File: src/design/trdh_pkg.sv
`default_nettype none

package trdh_pkg;

  localparam int TABLE_ENTRIES = 5;
  localparam int CFG_ADDR_W    = 5;

  localparam logic [2:0] ST_DISPATCHED = 3'd0;
  localparam logic [2:0] ST_ACCEPTED   = 3'd1;
  localparam logic [2:0] ST_SHORT      = 3'd2;
  localparam logic [2:0] ST_PAYLOAD    = 3'd3;
  localparam logic [2:0] ST_COUNTED    = 3'd4;

  localparam logic [1:0] SEL_COUNTED = 2'd0;
  localparam logic [1:0] SEL_PLAIN   = 2'd1;
  localparam logic [1:0] SEL_STAMP16 = 2'd2;
  localparam logic [1:0] SEL_STAMP32 = 2'd3;

  localparam logic [2:0] REG_ENDIAN  = 3'd0;
  localparam logic [2:0] REG_DOUBLED = 3'd1;
  localparam logic [2:0] REG_COUNTED = 3'd2;
  localparam logic [2:0] REG_ENTRY0  = 3'd3;

  localparam logic [5:0] STAMP16_BITS   = 6'd16;
  localparam logic [5:0] STAMP32_BITS   = 6'd32;
  localparam logic [6:0] ELEM_BYTE_BITS = 7'd8;

  localparam logic [3:0] HDR_LEN_MIN = 4'd4;
  localparam logic [3:0] HDR_LEN_MID = 4'd6;
  localparam logic [3:0] HDR_LEN_MAX = 4'd8;

  typedef struct packed {
    logic       enable;
    logic [6:0] elem_width;
    logic [13:0] id;
  } entry_t;

  typedef struct packed {
    logic                            big_endian;
    logic                            doubled_id;
    logic                            counted_x0;
    entry_t [TABLE_ENTRIES-1:0]      entries;
  } cfg_t;

  typedef struct packed {
    logic        lt4;
    logic [1:0]  sel;
    logic [15:0] first_word;
    logic [31:0] stamp;
    logic [5:0]  stamp_width;
    logic [3:0]  hdr_len;
    logic [14:0] payload_size;
    logic [15:0] buffer_length;
  } dec_t;

  typedef struct packed {
    logic        early_done;
    logic [2:0]  early_status;
    logic [15:0] first_word;
    logic [31:0] stamp;
    logic [5:0]  stamp_width;
    logic [14:0] payload_size;
    logic [15:0] consumed;
    logic        hit;
    logic [2:0]  hit_idx;
    logic [6:0]  hit_width;
  } look_t;

  typedef struct packed {
    logic [2:0]  status;
    logic [15:0] consumed_length;
    logic [13:0] record_id;
    logic [31:0] stamp_value;
    logic [5:0]  stamp_width;
    logic [14:0] payload_size;
    logic [2:0]  matched_entry;
    logic [6:0]  element_width;
  } result_t;

  function automatic logic [15:0] word16(input logic [63:0] hdr, input logic [2:0] k,
                                         input logic be);
    logic [2:0] k1;
    logic [7:0] a;
    logic [7:0] b;
    k1 = k + 3'd1;
    a  = hdr[{k, 3'b000} +: 8];
    b  = hdr[{k1, 3'b000} +: 8];
    return be ? {a, b} : {b, a};
  endfunction

  function automatic logic [31:0] word32(input logic [63:0] hdr, input logic [2:0] k,
                                         input logic be);
    logic [15:0] w_lo;
    logic [15:0] w_hi;
    w_lo = word16(hdr, k, be);
    w_hi = word16(hdr, k + 3'd2, be);
    return be ? {w_lo, w_hi} : {w_hi, w_lo};
  endfunction

endpackage

`default_nettype wire

File: src/design/trdh_if.sv
`default_nettype none

interface trdh_in_if;
  logic        valid;
  logic        ready;
  logic [63:0] header_bytes;
  logic [15:0] buffer_length;

  modport source (output valid, output header_bytes, output buffer_length, input ready);
  modport sink   (input valid, input header_bytes, input buffer_length, output ready);
endinterface

interface trdh_out_if;
  logic        valid;
  logic        ready;
  logic [2:0]  status;
  logic [15:0] consumed_length;
  logic [13:0] record_id;
  logic [31:0] stamp_value;
  logic [5:0]  stamp_width;
  logic [14:0] payload_size;
  logic [2:0]  matched_entry;
  logic [6:0]  element_width;

  modport source (output valid, output status, output consumed_length, output record_id,
                  output stamp_value, output stamp_width, output payload_size,
                  output matched_entry, output element_width, input ready);
  modport sink   (input valid, input status, input consumed_length, input record_id,
                  input stamp_value, input stamp_width, input payload_size,
                  input matched_entry, input element_width, output ready);
endinterface

`default_nettype wire

File: src/design/trdh_decode.sv
`default_nettype none

module trdh_decode (
  input  wire logic          clk,
  input  wire logic          rst_n,
  input  wire trdh_pkg::cfg_t cfg,
  input  wire logic          up_valid,
  output logic               up_ready,
  input  wire logic [63:0]   header_bytes,
  input  wire logic [15:0]   buffer_length,
  output logic               dn_valid,
  input  wire logic          dn_ready,
  output trdh_pkg::dec_t     dn_data
);
  import trdh_pkg::*;

  logic        valid_r;
  logic        valid_nxt;
  dec_t        data_r;
  dec_t        data_nxt;
  logic [15:0] w0;
  logic [15:0] len_word;

  always_comb begin
    w0       = word16(header_bytes, 3'd0, cfg.big_endian);
    data_nxt = '0;
    len_word = word16(header_bytes, 3'd2, cfg.big_endian);
    data_nxt.lt4           = buffer_length < 16'd4;
    data_nxt.sel           = w0[15:14];
    data_nxt.first_word    = w0;
    data_nxt.buffer_length = buffer_length;
    data_nxt.hdr_len       = HDR_LEN_MIN;
    unique case (w0[15:14])
      SEL_STAMP16: begin
        data_nxt.stamp_width = STAMP16_BITS;
        if (cfg.doubled_id) begin
          data_nxt.stamp   = {16'd0, word16(header_bytes, 3'd4, cfg.big_endian)};
          len_word         = word16(header_bytes, 3'd6, cfg.big_endian);
          data_nxt.hdr_len = HDR_LEN_MAX;
        end else begin
          data_nxt.stamp   = {16'd0, word16(header_bytes, 3'd2, cfg.big_endian)};
          len_word         = word16(header_bytes, 3'd4, cfg.big_endian);
          data_nxt.hdr_len = HDR_LEN_MID;
        end
      end
      SEL_STAMP32: begin
        data_nxt.stamp_width = STAMP32_BITS;
        data_nxt.stamp       = word32(header_bytes, 3'd2, cfg.big_endian);
        len_word             = word16(header_bytes, 3'd6, cfg.big_endian);
        data_nxt.hdr_len     = HDR_LEN_MAX;
      end
      SEL_PLAIN, SEL_COUNTED: begin
        data_nxt.stamp_width = '0;
      end
      default: begin
        data_nxt.stamp_width = '0;
      end
    endcase
    data_nxt.payload_size = len_word[15] ? len_word[14:0] : {7'd0, len_word[15:8]};
  end

  assign up_ready  = !valid_r || dn_ready;
  assign valid_nxt = up_ready ? up_valid : valid_r;

  always_ff @(posedge clk) begin
    if (!rst_n) begin
      valid_r <= 1'b0;
    end else begin
      valid_r <= valid_nxt;
    end
  end

  always_ff @(posedge clk) begin
    if (up_ready && up_valid) begin
      data_r <= data_nxt;
    end
  end

  assign dn_valid = valid_r;
  assign dn_data  = data_r;

endmodule

`default_nettype wire

File: src/design/trdh_lookup.sv
`default_nettype none

module trdh_lookup (
  input  wire logic           clk,
  input  wire logic           rst_n,
  input  wire trdh_pkg::cfg_t cfg,
  input  wire logic           up_valid,
  output logic                up_ready,
  input  wire trdh_pkg::dec_t up_data,
  output logic                dn_valid,
  input  wire logic           dn_ready,
  output trdh_pkg::look_t     dn_data
);
  import trdh_pkg::*;

  logic        valid_r;
  logic        valid_nxt;
  look_t       data_r;
  look_t       data_nxt;
  logic [15:0] need;
  logic        found;
  entry_t      found_entry;
  logic [2:0]  found_idx;

  always_comb begin
    need        = {12'd0, up_data.hdr_len} + {1'b0, up_data.payload_size};
    found       = 1'b0;
    found_entry = '0;
    found_idx   = '0;
    for (int i = TABLE_ENTRIES - 1; i >= 0; i--) begin
      if (cfg.entries[i].id == up_data.first_word[13:0]) begin
        found       = 1'b1;
        found_entry = cfg.entries[i];
        found_idx   = 3'(i);
      end
    end

    data_nxt              = '0;
    data_nxt.first_word   = up_data.first_word;
    data_nxt.stamp        = up_data.stamp;
    data_nxt.stamp_width  = up_data.stamp_width;
    data_nxt.payload_size = up_data.payload_size;
    data_nxt.consumed     = need;
    data_nxt.hit          = found && found_entry.enable;
    data_nxt.hit_idx      = found_idx;
    data_nxt.hit_width    = found_entry.elem_width;

    priority if (up_data.lt4) begin
      data_nxt.early_done   = 1'b1;
      data_nxt.early_status = ST_SHORT;
    end else if (up_data.sel == SEL_COUNTED) begin
      data_nxt.early_done   = 1'b1;
      data_nxt.early_status = cfg.counted_x0 ? ST_COUNTED : ST_PAYLOAD;
    end else if (up_data.buffer_length < need) begin
      data_nxt.early_done   = 1'b1;
      data_nxt.early_status = ST_SHORT;
    end else begin
      data_nxt.early_done   = 1'b0;
      data_nxt.early_status = ST_ACCEPTED;
    end
  end

  assign up_ready  = !valid_r || dn_ready;
  assign valid_nxt = up_ready ? up_valid : valid_r;

  always_ff @(posedge clk) begin
    if (!rst_n) begin
      valid_r <= 1'b0;
    end else begin
      valid_r <= valid_nxt;
    end
  end

  always_ff @(posedge clk) begin
    if (up_ready && up_valid) begin
      data_r <= data_nxt;
    end
  end

  assign dn_valid = valid_r;
  assign dn_data  = data_r;

endmodule

`default_nettype wire

File: src/design/trdh_resolve.sv
`default_nettype none

module trdh_resolve (
  input  wire logic            clk,
  input  wire logic            rst_n,
  input  wire logic            up_valid,
  output logic                 up_ready,
  input  wire trdh_pkg::look_t up_data,
  output logic                 dn_valid,
  input  wire logic            dn_ready,
  output trdh_pkg::result_t    dn_data
);
  import trdh_pkg::*;

  logic       valid_r;
  logic       valid_nxt;
  result_t    data_r;
  result_t    data_nxt;
  logic [3:0] elem_mask;
  logic       elem_bad;

  always_comb begin
    elem_mask = up_data.hit_width[6:3] - 4'd1;
    elem_bad  = (up_data.payload_size != '0) &&
                ((up_data.hit_width == '0) ||
                 ((up_data.hit_width > ELEM_BYTE_BITS) &&
                  ((up_data.payload_size[3:0] & elem_mask) != '0)));
    data_nxt = '0;
    priority if (up_data.early_done) begin
      data_nxt.status = up_data.early_status;
      if (up_data.early_status == ST_COUNTED) begin
        data_nxt.consumed_length = up_data.first_word;
      end
    end else if (up_data.hit && elem_bad) begin
      data_nxt.status = ST_PAYLOAD;
    end else begin
      data_nxt.status          = up_data.hit ? ST_DISPATCHED : ST_ACCEPTED;
      data_nxt.consumed_length = up_data.consumed;
      data_nxt.record_id       = up_data.first_word[13:0];
      data_nxt.stamp_value     = up_data.stamp;
      data_nxt.stamp_width     = up_data.stamp_width;
      data_nxt.payload_size    = up_data.payload_size;
      if (up_data.hit) begin
        data_nxt.matched_entry = up_data.hit_idx;
        data_nxt.element_width = up_data.hit_width;
      end
    end
  end

  assign up_ready  = !valid_r || dn_ready;
  assign valid_nxt = up_ready ? up_valid : valid_r;

  always_ff @(posedge clk) begin
    if (!rst_n) begin
      valid_r <= 1'b0;
    end else begin
      valid_r <= valid_nxt;
    end
  end

  always_ff @(posedge clk) begin
    if (up_ready && up_valid) begin
      data_r <= data_nxt;
    end
  end

  assign dn_valid = valid_r;
  assign dn_data  = data_r;

endmodule

`default_nettype wire

File: src/design/trace_record_header_dispatch_unit.sv
// Channel   Direction  Transfer when         Contents
// in_ch     sink       valid && ready        header_bytes, buffer_length
// out_ch    source     valid && ready        status, lengths, id, stamp, match
// cfg_*     APB slave  psel/penable/pwrite   eight 32-bit registers at 4*i
//
// Every record header is registered in decode, lookup and resolve before its result is valid.
// The three stages (field decode, length check with handler compare, element check)
// each hold one record, so one header is accepted per cycle until a stall on out_ch fills them.
// Reset clears the pipeline valid bits and all configuration registers.
// A stall on out_ch holds each stage, and in_ch.ready drops only when all stages are full.
`default_nettype none

module trace_record_header_dispatch_unit (
  input  wire logic                               clk,
  input  wire logic                               rst_n,
  trdh_in_if.sink                                 in_ch,
  trdh_out_if.source                              out_ch,
  input  wire logic                               cfg_psel,
  input  wire logic                               cfg_penable,
  input  wire logic                               cfg_pwrite,
  input  wire logic [trdh_pkg::CFG_ADDR_W-1:0]    cfg_paddr,
  input  wire logic [31:0]                        cfg_pwdata,
  output logic [31:0]                             cfg_prdata,
  output logic                                    cfg_pready
);
  import trdh_pkg::*;

  logic                       big_endian_r;
  logic                       doubled_id_r;
  logic                       counted_x0_r;
  entry_t [TABLE_ENTRIES-1:0] entries_r;
  cfg_t                       cfg;
  logic                       cfg_wr;
  logic [2:0]                 reg_idx;
  logic [2:0]                 entry_idx;

  logic    dec_valid;
  logic    dec_ready;
  dec_t    dec_data;
  logic    look_valid;
  logic    look_ready;
  look_t   look_data;
  result_t res_data;

  assign cfg_pready = 1'b1;
  assign cfg_wr     = cfg_psel && cfg_penable && cfg_pwrite;
  assign reg_idx    = cfg_paddr[CFG_ADDR_W-1:2];
  assign entry_idx  = reg_idx - REG_ENTRY0;

  always_ff @(posedge clk) begin
    if (!rst_n) begin
      big_endian_r <= 1'b0;
      doubled_id_r <= 1'b0;
      counted_x0_r <= 1'b0;
      entries_r    <= '0;
    end else if (cfg_wr) begin
      priority if (reg_idx == REG_ENDIAN) begin
        big_endian_r <= cfg_pwdata[0];
      end else if (reg_idx == REG_DOUBLED) begin
        doubled_id_r <= cfg_pwdata[0];
      end else if (reg_idx == REG_COUNTED) begin
        counted_x0_r <= cfg_pwdata[0];
      end else begin
        for (int i = 0; i < TABLE_ENTRIES; i++) begin
          if (entry_idx == 3'(i)) begin
            entries_r[i] <= entry_t'(cfg_pwdata[21:0]);
          end
        end
      end
    end
  end

  always_comb begin
    cfg_prdata = '0;
    priority if (reg_idx == REG_ENDIAN) begin
      cfg_prdata = {31'd0, big_endian_r};
    end else if (reg_idx == REG_DOUBLED) begin
      cfg_prdata = {31'd0, doubled_id_r};
    end else if (reg_idx == REG_COUNTED) begin
      cfg_prdata = {31'd0, counted_x0_r};
    end else begin
      for (int i = 0; i < TABLE_ENTRIES; i++) begin
        if (entry_idx == 3'(i)) begin
          cfg_prdata = {10'd0, entries_r[i]};
        end
      end
    end
  end

  assign cfg.big_endian = big_endian_r;
  assign cfg.doubled_id = doubled_id_r;
  assign cfg.counted_x0 = counted_x0_r;
  assign cfg.entries    = entries_r;

  trdh_decode u_decode (
    .clk           (clk),
    .rst_n         (rst_n),
    .cfg           (cfg),
    .up_valid      (in_ch.valid),
    .up_ready      (in_ch.ready),
    .header_bytes  (in_ch.header_bytes),
    .buffer_length (in_ch.buffer_length),
    .dn_valid      (dec_valid),
    .dn_ready      (dec_ready),
    .dn_data       (dec_data)
  );

  trdh_lookup u_lookup (
    .clk      (clk),
    .rst_n    (rst_n),
    .cfg      (cfg),
    .up_valid (dec_valid),
    .up_ready (dec_ready),
    .up_data  (dec_data),
    .dn_valid (look_valid),
    .dn_ready (look_ready),
    .dn_data  (look_data)
  );

  trdh_resolve u_resolve (
    .clk      (clk),
    .rst_n    (rst_n),
    .up_valid (look_valid),
    .up_ready (look_ready),
    .up_data  (look_data),
    .dn_valid (out_ch.valid),
    .dn_ready (out_ch.ready),
    .dn_data  (res_data)
  );

  assign out_ch.status          = res_data.status;
  assign out_ch.consumed_length = res_data.consumed_length;
  assign out_ch.record_id       = res_data.record_id;
  assign out_ch.stamp_value     = res_data.stamp_value;
  assign out_ch.stamp_width     = res_data.stamp_width;
  assign out_ch.payload_size    = res_data.payload_size;
  assign out_ch.matched_entry   = res_data.matched_entry;
  assign out_ch.element_width   = res_data.element_width;

  a_full_only_when_stalled: assert property (@(posedge clk) disable iff (!rst_n)
    !in_ch.ready |-> (out_ch.valid && !out_ch.ready && look_valid && dec_valid))
    else $error("input stalled while the pipeline can still advance");

  a_dispatch_whole_elements: assert property (@(posedge clk) disable iff (!rst_n)
    (out_ch.valid && out_ch.status == ST_DISPATCHED) |->
      (out_ch.element_width != '0 || out_ch.payload_size == '0))
    else $error("dispatched record with zero element width and a payload");

  a_error_fields_clear: assert property (@(posedge clk) disable iff (!rst_n)
    (out_ch.valid && (out_ch.status == ST_SHORT || out_ch.status == ST_PAYLOAD)) |->
      (out_ch.consumed_length == '0 && out_ch.record_id == '0 &&
       out_ch.stamp_width == '0 && out_ch.matched_entry == '0))
    else $error("error result carries decoded fields");

  a_match_in_range: assert property (@(posedge clk) disable iff (!rst_n)
    (out_ch.valid && out_ch.status == ST_DISPATCHED) |->
      (out_ch.matched_entry < 3'(TABLE_ENTRIES) &&
       out_ch.consumed_length >= {10'd0, out_ch.stamp_width} / 16'd8 + 16'd4))
    else $error("dispatched result with an impossible entry or length");

endmodule

`default_nettype wire

File: src/flat_wrapper.sv
// flat-port wrapper written by rule: the top's interface ports become plain ports
module trace_record_header_dispatch_unit_flat import trdh_pkg::*;
  (clk, rst_n, cfg_psel, cfg_penable, cfg_pwrite, cfg_paddr, cfg_pwdata, cfg_prdata, cfg_pready, in_ch_valid, in_ch_header_bytes, in_ch_buffer_length, in_ch_ready, out_ch_valid, out_ch_status, out_ch_consumed_length, out_ch_record_id, out_ch_stamp_value, out_ch_stamp_width, out_ch_payload_size, out_ch_matched_entry, out_ch_element_width, out_ch_ready);
  trdh_in_if in_ch_i ();
  trdh_out_if out_ch_i ();
  input  wire logic clk;
  input  wire logic rst_n;
  input  wire logic cfg_psel;
  input  wire logic cfg_penable;
  input  wire logic cfg_pwrite;
  input  wire logic [trdh_pkg::CFG_ADDR_W-1:0] cfg_paddr;
  input  wire logic [31:0] cfg_pwdata;
  output logic [31:0] cfg_prdata;
  output logic cfg_pready;
  input wire logic [$bits(in_ch_i.valid)-1:0] in_ch_valid;
  input wire logic [$bits(in_ch_i.header_bytes)-1:0] in_ch_header_bytes;
  input wire logic [$bits(in_ch_i.buffer_length)-1:0] in_ch_buffer_length;
  output wire logic [$bits(in_ch_i.ready)-1:0] in_ch_ready;
  output wire logic [$bits(out_ch_i.valid)-1:0] out_ch_valid;
  output wire logic [$bits(out_ch_i.status)-1:0] out_ch_status;
  output wire logic [$bits(out_ch_i.consumed_length)-1:0] out_ch_consumed_length;
  output wire logic [$bits(out_ch_i.record_id)-1:0] out_ch_record_id;
  output wire logic [$bits(out_ch_i.stamp_value)-1:0] out_ch_stamp_value;
  output wire logic [$bits(out_ch_i.stamp_width)-1:0] out_ch_stamp_width;
  output wire logic [$bits(out_ch_i.payload_size)-1:0] out_ch_payload_size;
  output wire logic [$bits(out_ch_i.matched_entry)-1:0] out_ch_matched_entry;
  output wire logic [$bits(out_ch_i.element_width)-1:0] out_ch_element_width;
  input wire logic [$bits(out_ch_i.ready)-1:0] out_ch_ready;
  assign in_ch_i.valid = in_ch_valid;
  assign in_ch_i.header_bytes = in_ch_header_bytes;
  assign in_ch_i.buffer_length = in_ch_buffer_length;
  assign in_ch_ready = in_ch_i.ready;
  assign out_ch_valid = out_ch_i.valid;
  assign out_ch_status = out_ch_i.status;
  assign out_ch_consumed_length = out_ch_i.consumed_length;
  assign out_ch_record_id = out_ch_i.record_id;
  assign out_ch_stamp_value = out_ch_i.stamp_value;
  assign out_ch_stamp_width = out_ch_i.stamp_width;
  assign out_ch_payload_size = out_ch_i.payload_size;
  assign out_ch_matched_entry = out_ch_i.matched_entry;
  assign out_ch_element_width = out_ch_i.element_width;
  assign out_ch_i.ready = out_ch_ready;
  trace_record_header_dispatch_unit u_core (.clk(clk), .rst_n(rst_n), .in_ch(in_ch_i), .out_ch(out_ch_i), .cfg_psel(cfg_psel), .cfg_penable(cfg_penable), .cfg_pwrite(cfg_pwrite), .cfg_paddr(cfg_paddr), .cfg_pwdata(cfg_pwdata), .cfg_prdata(cfg_prdata), .cfg_pready(cfg_pready));
endmodule
File: config.mk
export PLATFORM = sky130hd
export DESIGN_NAME = trace_record_header_dispatch_unit_flat
export DESIGN_NICKNAME = d
export VERILOG_FILES = /design/src/design/trdh_pkg.sv /design/src/design/trdh_if.sv /design/src/design/trdh_decode.sv /design/src/design/trdh_lookup.sv /design/src/design/trdh_resolve.sv /design/src/design/trace_record_header_dispatch_unit.sv /design/src/flat_wrapper.sv
export SDC_FILE = /design/constraint.sdc
export NUM_CORES = 1
export LEC_CHECK = 0
export BUFFER_PORTS_ARGS = -buffer_cell sky130_fd_sc_hd__buf_2
export CORE_MARGIN = 2
export CORE_UTILIZATION = 35
export CTS_CLUSTER_SIZE = 12
export DETAILED_ROUTE_END_ITERATION = 10
export GPL_ROUTABILITY_DRIVEN = 0
export SYNTH_ARGS = -nofsm -noshare
export SYNTH_HDL_FRONTEND = slang
export SYNTH_SLANG_ARGS = --single-unit
File: constraint.sdc
create_clock -name clk -period 13.35 [get_ports clk]
set_input_delay 2.67 -clock clk [delete_from_list [all_inputs] [get_ports clk]]
set_output_delay 2.67 -clock clk [all_outputs]
set_load 0.01 [all_outputs]
==> summary.txt, run 1 <==
Logic synthesis
  – Synthesized area per cell: ~11 sq um
  – Yosys reg bits: 388
  – Most used DFF post-synth: edfxtp_1
  – Post-synth ARST share: 0
  – Post-synth top area cell: edfxtp_1
  – Synthesized instance count: 1664
  – Post-synthesis sequential area ratio: 0.572
  – Most frequent cell after synthesis: nand2_1
  – List of most frequent post-synthesis cells: nand2_1, edfxtp_1, nor2_1
  – Synth warn: 0
  – Number of enable flip-flop cells after synthesis: 272
  – Top cell type's share of synthesized area: 0.446
  – Largest cells by area after synthesis: edfxtp_1, dfxtp_1, nand2_1, a21boi_0, xor2_1
  – Mapped Area: roughly 18000 sq um
  – Synth unique cells: 72

Clock network
  – Cts repair resizes: 0
  – Clock transition at the registers of the reported paths: 0.05 ns
  – Bufs on Longest Clock Path: 3
  – # Post-CTS Setup Buffers: 0
  – Num CTS Buffers: 45
  – H-tree levels: 2
  – CTS tree: yes
  – Later-pin clock latency in the skew report: about 0.6 ns
  – CTS Hold Bufs: 0
  – TritonCTS Sinks: 388
  – Clock root buffer: clkbuf_16

Floorplan
  – FP Rows: 83
  – Die area: 54200 sq um
  – Starting Density: 0.356
  – Die W: 233 um
  – Die Ht: 233 um
  – Core area: 51500 sq um
  – I/O pin cnt: 255

Pwr
  – Worst VDD drop: 0.0000817 V
  – Clock network power share: 0.426
  – LEAKAGE: 7.68 nW
  – Combinational share of power: 0.080
  – Internal power: 2.10 mW
  – PwrDens: 130 nW/um^2
  – Net Sw Frac: 0.240
  – Sw Pwr: roughly 0.67 mW
  – Seq pwr share: 0.494

Timing
  – Final setup TNS: 0 ns
  – Fmax: 118 MHz
  – Final Hold Vio Count: 0
  – Crit share post-route: 0.637
  – Least-Margin Pin Slew: 1.23 ns
  – Slew HR: 0.179
  – Worst hold slack: 0.416 ns
  – Tmin final: around 8.5 ns
  – Slew Limit Fails: 0
  – Unrepaired setup endpoints after global routing: false
  – Worst Skew: about 0.025 ns
  – Setup violations, final: 0

Worst hold path
  – HP Class: flip-flop to flip-flop
  – Hold Crit Start: u_core.u_decode.dn_data[52]$_DFFE_PP_
  – Min-Delay Path Depth: 0
  – Hold EP: u_core.u_lookup.dn_data[59]$_DFFE_PP_

Worst setup path
  – R2r startpoint: u_core.u_decode.dn_data[17]$_DFFE_PP_
  – FF-to-FF setup slack: 9.39 ns
  – Reg-to-reg endpoint: u_core.u_lookup.dn_data[96]$_SDFFCE_PP0P_
  – Worst EP arrival: between 5 and 6 ns
  – Kind of critical path: primary input to output port
  – CP startpoint kind: primary input
  – CP Max Fanout: 23
  – CP startpoint: cfg_paddr[2]
  – Worst Setup End Kind: output port
  – R2r worst-path depth: 15
  – Worst endpoint required time: 10.68 ns

Cells and area
  – Layout cell share with drive strength beyond 1: 0.197
  – Syn-to-layout area delta: 16.4%
  – Nets: 1986

GRT
  – Gr usage total: 0.190
  – First-pass GRT wire length: 77400 um
  – Largest net degree at the start of global routing: 117
  – Initial antenna violation count: 12
  – GRT overflow: 0
  – Number of global-route vias before repair: 12800

Place
  – DP Wirelength: 35200 um
  – I/O Buffers: 227

Detailed routing
  – Antenna Nets Post-Route: 0
  – DR vias/cell: 5.19
  – Via count: 13300
  – Routed wire per std cell: 20.5 um
  – DR iter-0 viols: 1223
  – Final WL: 52400 um
  – Remaining DRCs: 0
  – Drt first pass iters: 6

Status
  – Outcome: finished clean

Run
  – Max Cap Viol: 0
## cells by family after synthesis
group,Yosys count,synth area share
AOI/OAI and AO/OA,319,0.128
other,2,0.000410
DFF,388,0.572
muxes,74,0.0482
buffers and inverters,158,0.0407
xor gates and xnor gates,83,0.0397
and+or+nand+nor,618,0.156
adders and majority gates,22,0.0154
## worst max-delay path by stage
stage / endpoint / slack, ns / cells after the start
after floorplan: u_core.u_lookup.dn_data[0]$_DFFE_PP_ / 3.01 / 2
after global placement: cfg_prdata[0] / 4.99 / 10
after detailed placement: cfg_prdata[0] / 4.94 / 10
after CTS: cfg_prdata[0] / 4.93 / 10
after global routing: cfg_prdata[0] / 4.75 / 10
final: cfg_prdata[0] / 4.85 / 10
## layout make-up
cell class / count / area, sq um
fill: 5010 / 30200
sequential: 388 / 10500
multi-input combinational: 1131 / 7200
clock buffer: 64 / 1270
timing repair buffer: 241 / 1240
tap: 680 / 851
clock inverter: 16 / 129
inverter: 33 / 124
antenna: 6 / 15.0
## flip-flops by register name (all words and copies together) (netlist names)
register	cells
u_core.u_decode.dn_valid	1
u_core.u_lookup.dn_valid	1
u_core.counted_x0_r	1
u_core.u_lookup.dn_data	95
u_core.doubled_id_r	1
u_core.cfg	110
u_core.big_endian_r	1
u_core.u_resolve.dn_valid	1
u_core.u_decode.dn_data	85
u_core.u_resolve.dn_data	92
## critical path, cell delays in order
cell and delay (ns):
buf_2 0.18, and2_1 0.21, ha_1 0.43, or3_1 0.97, nand3_1 0.18, a311o_1 0.40, a21oi_1 0.14, a21oi_1 0.08
o22ai_1 0.37, buf_2 0.21
## routing by layer
layer  GRT usage  up-vias  part of all wire
met3      0.0435      135             0.075
met4      0.0788        8             0.038
met2       0.284      564              0.44
li1            -     6245                 -
met5           0        -           0.00086
met1       0.264     6337              0.45
## through the flow
step	utilization	std cells	total power, mW	cell area, sq um	worst slack, ns
floorplan	-	1677	1.52	18400	3.01
global placement	0.387	2473	1.61	19900	4.99
detailed placement	0.387	2473	1.61	19900	4.94
CTS	0.414	2553	2.80	21300	4.93
global route	0.414	2558	2.87	21300	4.75
finish	0.414	2559	2.77	21300	4.85
## power by group through the flow
| stage | Clock [mW] | Combinational, mW | Sequential, mW |
|---|---|---|---|
| 2_1_floorplan | 0 | 0.136 | 1.39 |
| 3_3_place_gp | 0 | 0.217 | 1.39 |
| 3_5_place_dp | 0 | 0.220 | 1.39 |
| 4_1_cts | 1.21 | 0.221 | 1.37 |
| 5_1_grt | 1.26 | 0.242 | 1.37 |
| 6_report | 1.18 | 0.221 | 1.37 |
## cells in the final DEF, fill, tap and decap left out, types with 33 or more instances in the layout
master / instances
mux2i_1: 35
and2_1: 78
xor2_1: 56
buf_2: 226
clkbuf_16: 47
a21oi_1: 67
nand3_1: 33
edfxtp_1: 272
nor2_1: 117
a21boi_0: 110
nand2_1: 297
dfxtp_1: 115
Note: power is estimated with default switching activity, not from simulation.
==> run 2: changes to the inputs <==
clock period = 6.96 ns   (was 13.35 ns; I/O delays follow)
==> run 2 against run 1 <==
  * Non-clock buffer count up 4
  * Critical path type unchanged
  * Clock skew down 0.0086 ns
  * Die area unchanged
  * Critical path depth unchanged
  * Total power up 91%
==> summary.txt, run 2 (same netlist as run 1, synthesis figures left out) <==
GRT
  – Gr usage total: 0.191 (was 0.190)
  – First-pass GRT wire length: 77900 um (was 77400 um)
  – GRT overflow: 0 (unchanged)
  – Initial antenna violation count: 11 (was 12)
  – Largest net degree at the start of global routing: 117 (unchanged)
  – Number of global-route vias before repair: 12600 (was 12800)

Place
  – DP Area: 19900 sq um (about the same)
  – DP Wirelength: 35500 um (was 35200 um)
  – I/O Buffers: 227 (unchanged)
  – Placed insts: 2476 (was 2473)

Pwr
  – Seq pwr share: 0.497 (was 0.494)
  – Internal power: 4.00 mW (was 2.10 mW)
  – Sw Pwr: 1.28 mW (was 0.666 mW)
  – Net Sw Frac: 0.243 (was 0.240)
  – Worst VDD drop: 0.000166 V (was 0.0000817 V)
  – PwrDens: 248 nW/um^2 (was 130 nW/um^2)
  – Clock network power share: 0.423 (was 0.426)
  – Combinational share of power: 0.081 (was 0.080)
  – LEAKAGE: 7.67 nW (was 7.68 nW)

Floorplan
  – Core area: 51500 sq um (unchanged)
  – Starting Density: 0.356 (unchanged)
  – Die area: 54200 sq um (unchanged)
  – Die Ht: 233 um (unchanged)
  – I/O pin cnt: 255 (unchanged)
  – FP Rows: 83 (unchanged)
  – Die W: 233 um (unchanged)

Cells and area
  – Layout cell share with drive strength beyond 1: 0.198 (was 0.197)
  – Non-filler cells, final: 2561 (was 2559)
  – Most common cell after layout, fill and taps aside: nand2_1 (unchanged)
  – Final Util: 0.414 (about the same)
  – Nets: 1989 (was 1986)
  – Highest-count cells in the layout ignoring fill and taps: nand2_1, edfxtp_1, buf_2 (unchanged)
  – Finished Cell Area: 21300 sq um (about the same)
  – Syn-to-layout area delta: 16.3% (was 16.4%)
  – Max FFs per register: 110 (unchanged)

Worst setup path
  – CP startpoint kind: primary input (unchanged)
  – R2r worst-path depth: 15 (unchanged)
  – Kind of critical path: primary input to output port (unchanged)
  – CP Max Fanout: 23 (unchanged)
  – R2r startpoint: u_core.u_decode.dn_data[17]$_DFFE_PP_ (unchanged)
  – FF-to-FF setup slack: 3.00 ns (was 9.39 ns)
  – Highest-delay cell along the critical path: or3_1 (unchanged)
  – Worst Setup End Kind: output port (unchanged)
  – CP startpoint: cfg_paddr[2] (unchanged)
  – Cell-by-cell trace of the critical path: buf_2 -> and2_1 -> ha_1 -> or3_1 -> nand3_1 -> a311o_1 -> a21oi_1 -> a21oi_1 -> o22ai_1 -> buf_2 (unchanged)
  – Reg-to-reg endpoint: u_core.u_lookup.dn_data[96]$_SDFFCE_PP0P_ (unchanged)
  – Worst EP arrival: 4.55 ns (was 5.83 ns)
  – Worst endpoint required time: 5.57 ns (was 10.68 ns)
  – Max incr delay on CP: 0.99 ns (was 0.97 ns)

Clock network
  – Clock root buffer: clkbuf_16 (unchanged)
  – CTS tree: yes (unchanged)
  – Bufs on Longest Clock Path: 3 (unchanged)
  – Cts repair resizes: 0 (unchanged)
  – TritonCTS Sinks: 388 (unchanged)
  – Later-pin clock latency in the skew report: 0.58 ns (was 0.59 ns)
  – # Post-CTS Setup Buffers: 0 (unchanged)
  – H-tree levels: 2 (unchanged)
  – CTS Hold Bufs: 0 (unchanged)
  – Clock transition at the registers of the reported paths: 0.05 ns (about the same)
  – Num CTS Buffers: 44 (was 45)

Timing
  – Tmin final: between 5 and 6 ns
  – Worst Skew: 0.0167 ns (was 0.0252 ns)
  – Crit share post-route: 0.854
  – Final setup TNS: 0 ns (unchanged)
  – Slew Limit Fails: 0 (unchanged)
  – Final Hold Vio Count: 0 (unchanged)
  – Fmax: 168 MHz
  – Unrepaired setup endpoints after global routing: false (unchanged)
  – Least-Margin Pin Slew: 1.26 ns (was 1.23 ns)
  – Slew HR: 0.160 (was 0.179)
  – Setup violations, final: 0 (unchanged)

Worst hold path
  – HP Class: flip-flop to flip-flop (unchanged)
  – Hold EP: u_core.u_lookup.dn_data[46]$_DFFE_PP_ (was u_core.u_lookup.dn_data[59]$_DFFE_PP_)
  – Min-Delay Path Depth: 0 (unchanged)
  – Hold Crit Start: u_core.u_decode.dn_data[39]$_DFFE_PP_ (was u_core.u_decode.dn_data[52]$_DFFE_PP_)

Detailed routing
  – Routed wire per std cell: 20.8 um (was 20.5 um)
  – Antenna Nets Post-Route: 0 (unchanged)
  – Via count: 13500 (was 13300)
  – DR vias/cell: 5.29 (was 5.19)
  – DR iter-0 viols: 1318 (was 1223)
  – Final WL: 53200 um (was 52400 um)
  – Remaining DRCs: 0 (unchanged)
  – Drt first pass iters: 6 (unchanged)

Status
  – Outcome: finished clean (unchanged)

Run
  – Max Cap Viol: 0 (unchanged)
run 2: per-stage QoR:
stage,hold WS (ns),setup slack [ns],power (mW)
2_1_floorplan,0.400,0.406,2.92
3_3_place_gp,0.400,1.19,3.09
3_5_place_dp,0.405,1.13,3.10
4_1_cts,0.407,1.12,5.34
5_1_grt,0.421,0.956,5.49
6_report,0.416,1.02,5.29
run 2: final cells by class:
class / instances / area, sq um
multi-input cells: 1131 / 7200
fillers: 4995 / 30200
diodes: 5 / 12.5
flip-flops and latches: 388 / 10500
inverters: 33 / 124
well taps: 680 / 851
clock inverters: 18 / 168
repair buffers: 245 / 1270
clock buffers: 61 / 1190
run 2: worst max path at each step:
stage          slack [ns]                                   end
4_1_cts              1.12                         cfg_prdata[0]
3_5_place_dp         1.13                         cfg_prdata[0]
2_1_floorplan        0.41  u_core.u_lookup.dn_data[0]$_DFFE_PP_
6_report             1.02                         cfg_prdata[0]
3_3_place_gp         1.19                         cfg_prdata[0]
5_1_grt              0.96                         cfg_prdata[0]
run 2: critical path, delay by kind of cell:
| family | cells | cell delay [ns] |
|---|---|---|
| AOI/OAI and AO/OA | 4 | 0.96 |
| and+or+nand+nor | 3 | 1.36 |
| buffers and inverters | 2 | 0.38 |
| adders and majority gates | 1 | 0.44 |
run 2: power groups by stage:
stage / combinational, mW / clock (mW) / sequential, mW
after floorplan: 0.261 / 0 / 2.66
after global placement: 0.416 / 0 / 2.67
after detailed placement: 0.422 / 0 / 2.68
after CTS: 0.425 / 2.29 / 2.63
after global routing: 0.467 / 2.39 / 2.63
final: 0.427 / 2.23 / 2.63
run 2: metal layers:
layer	GRT usage	part of all wire	vias to the layer above
li1	-	-	6270
met1	0.276	0.45	6573
met2	0.289	0.44	606
met3	0.0357	0.078	98
met4	0.0611	0.024	2
met5	0	0.00019	-
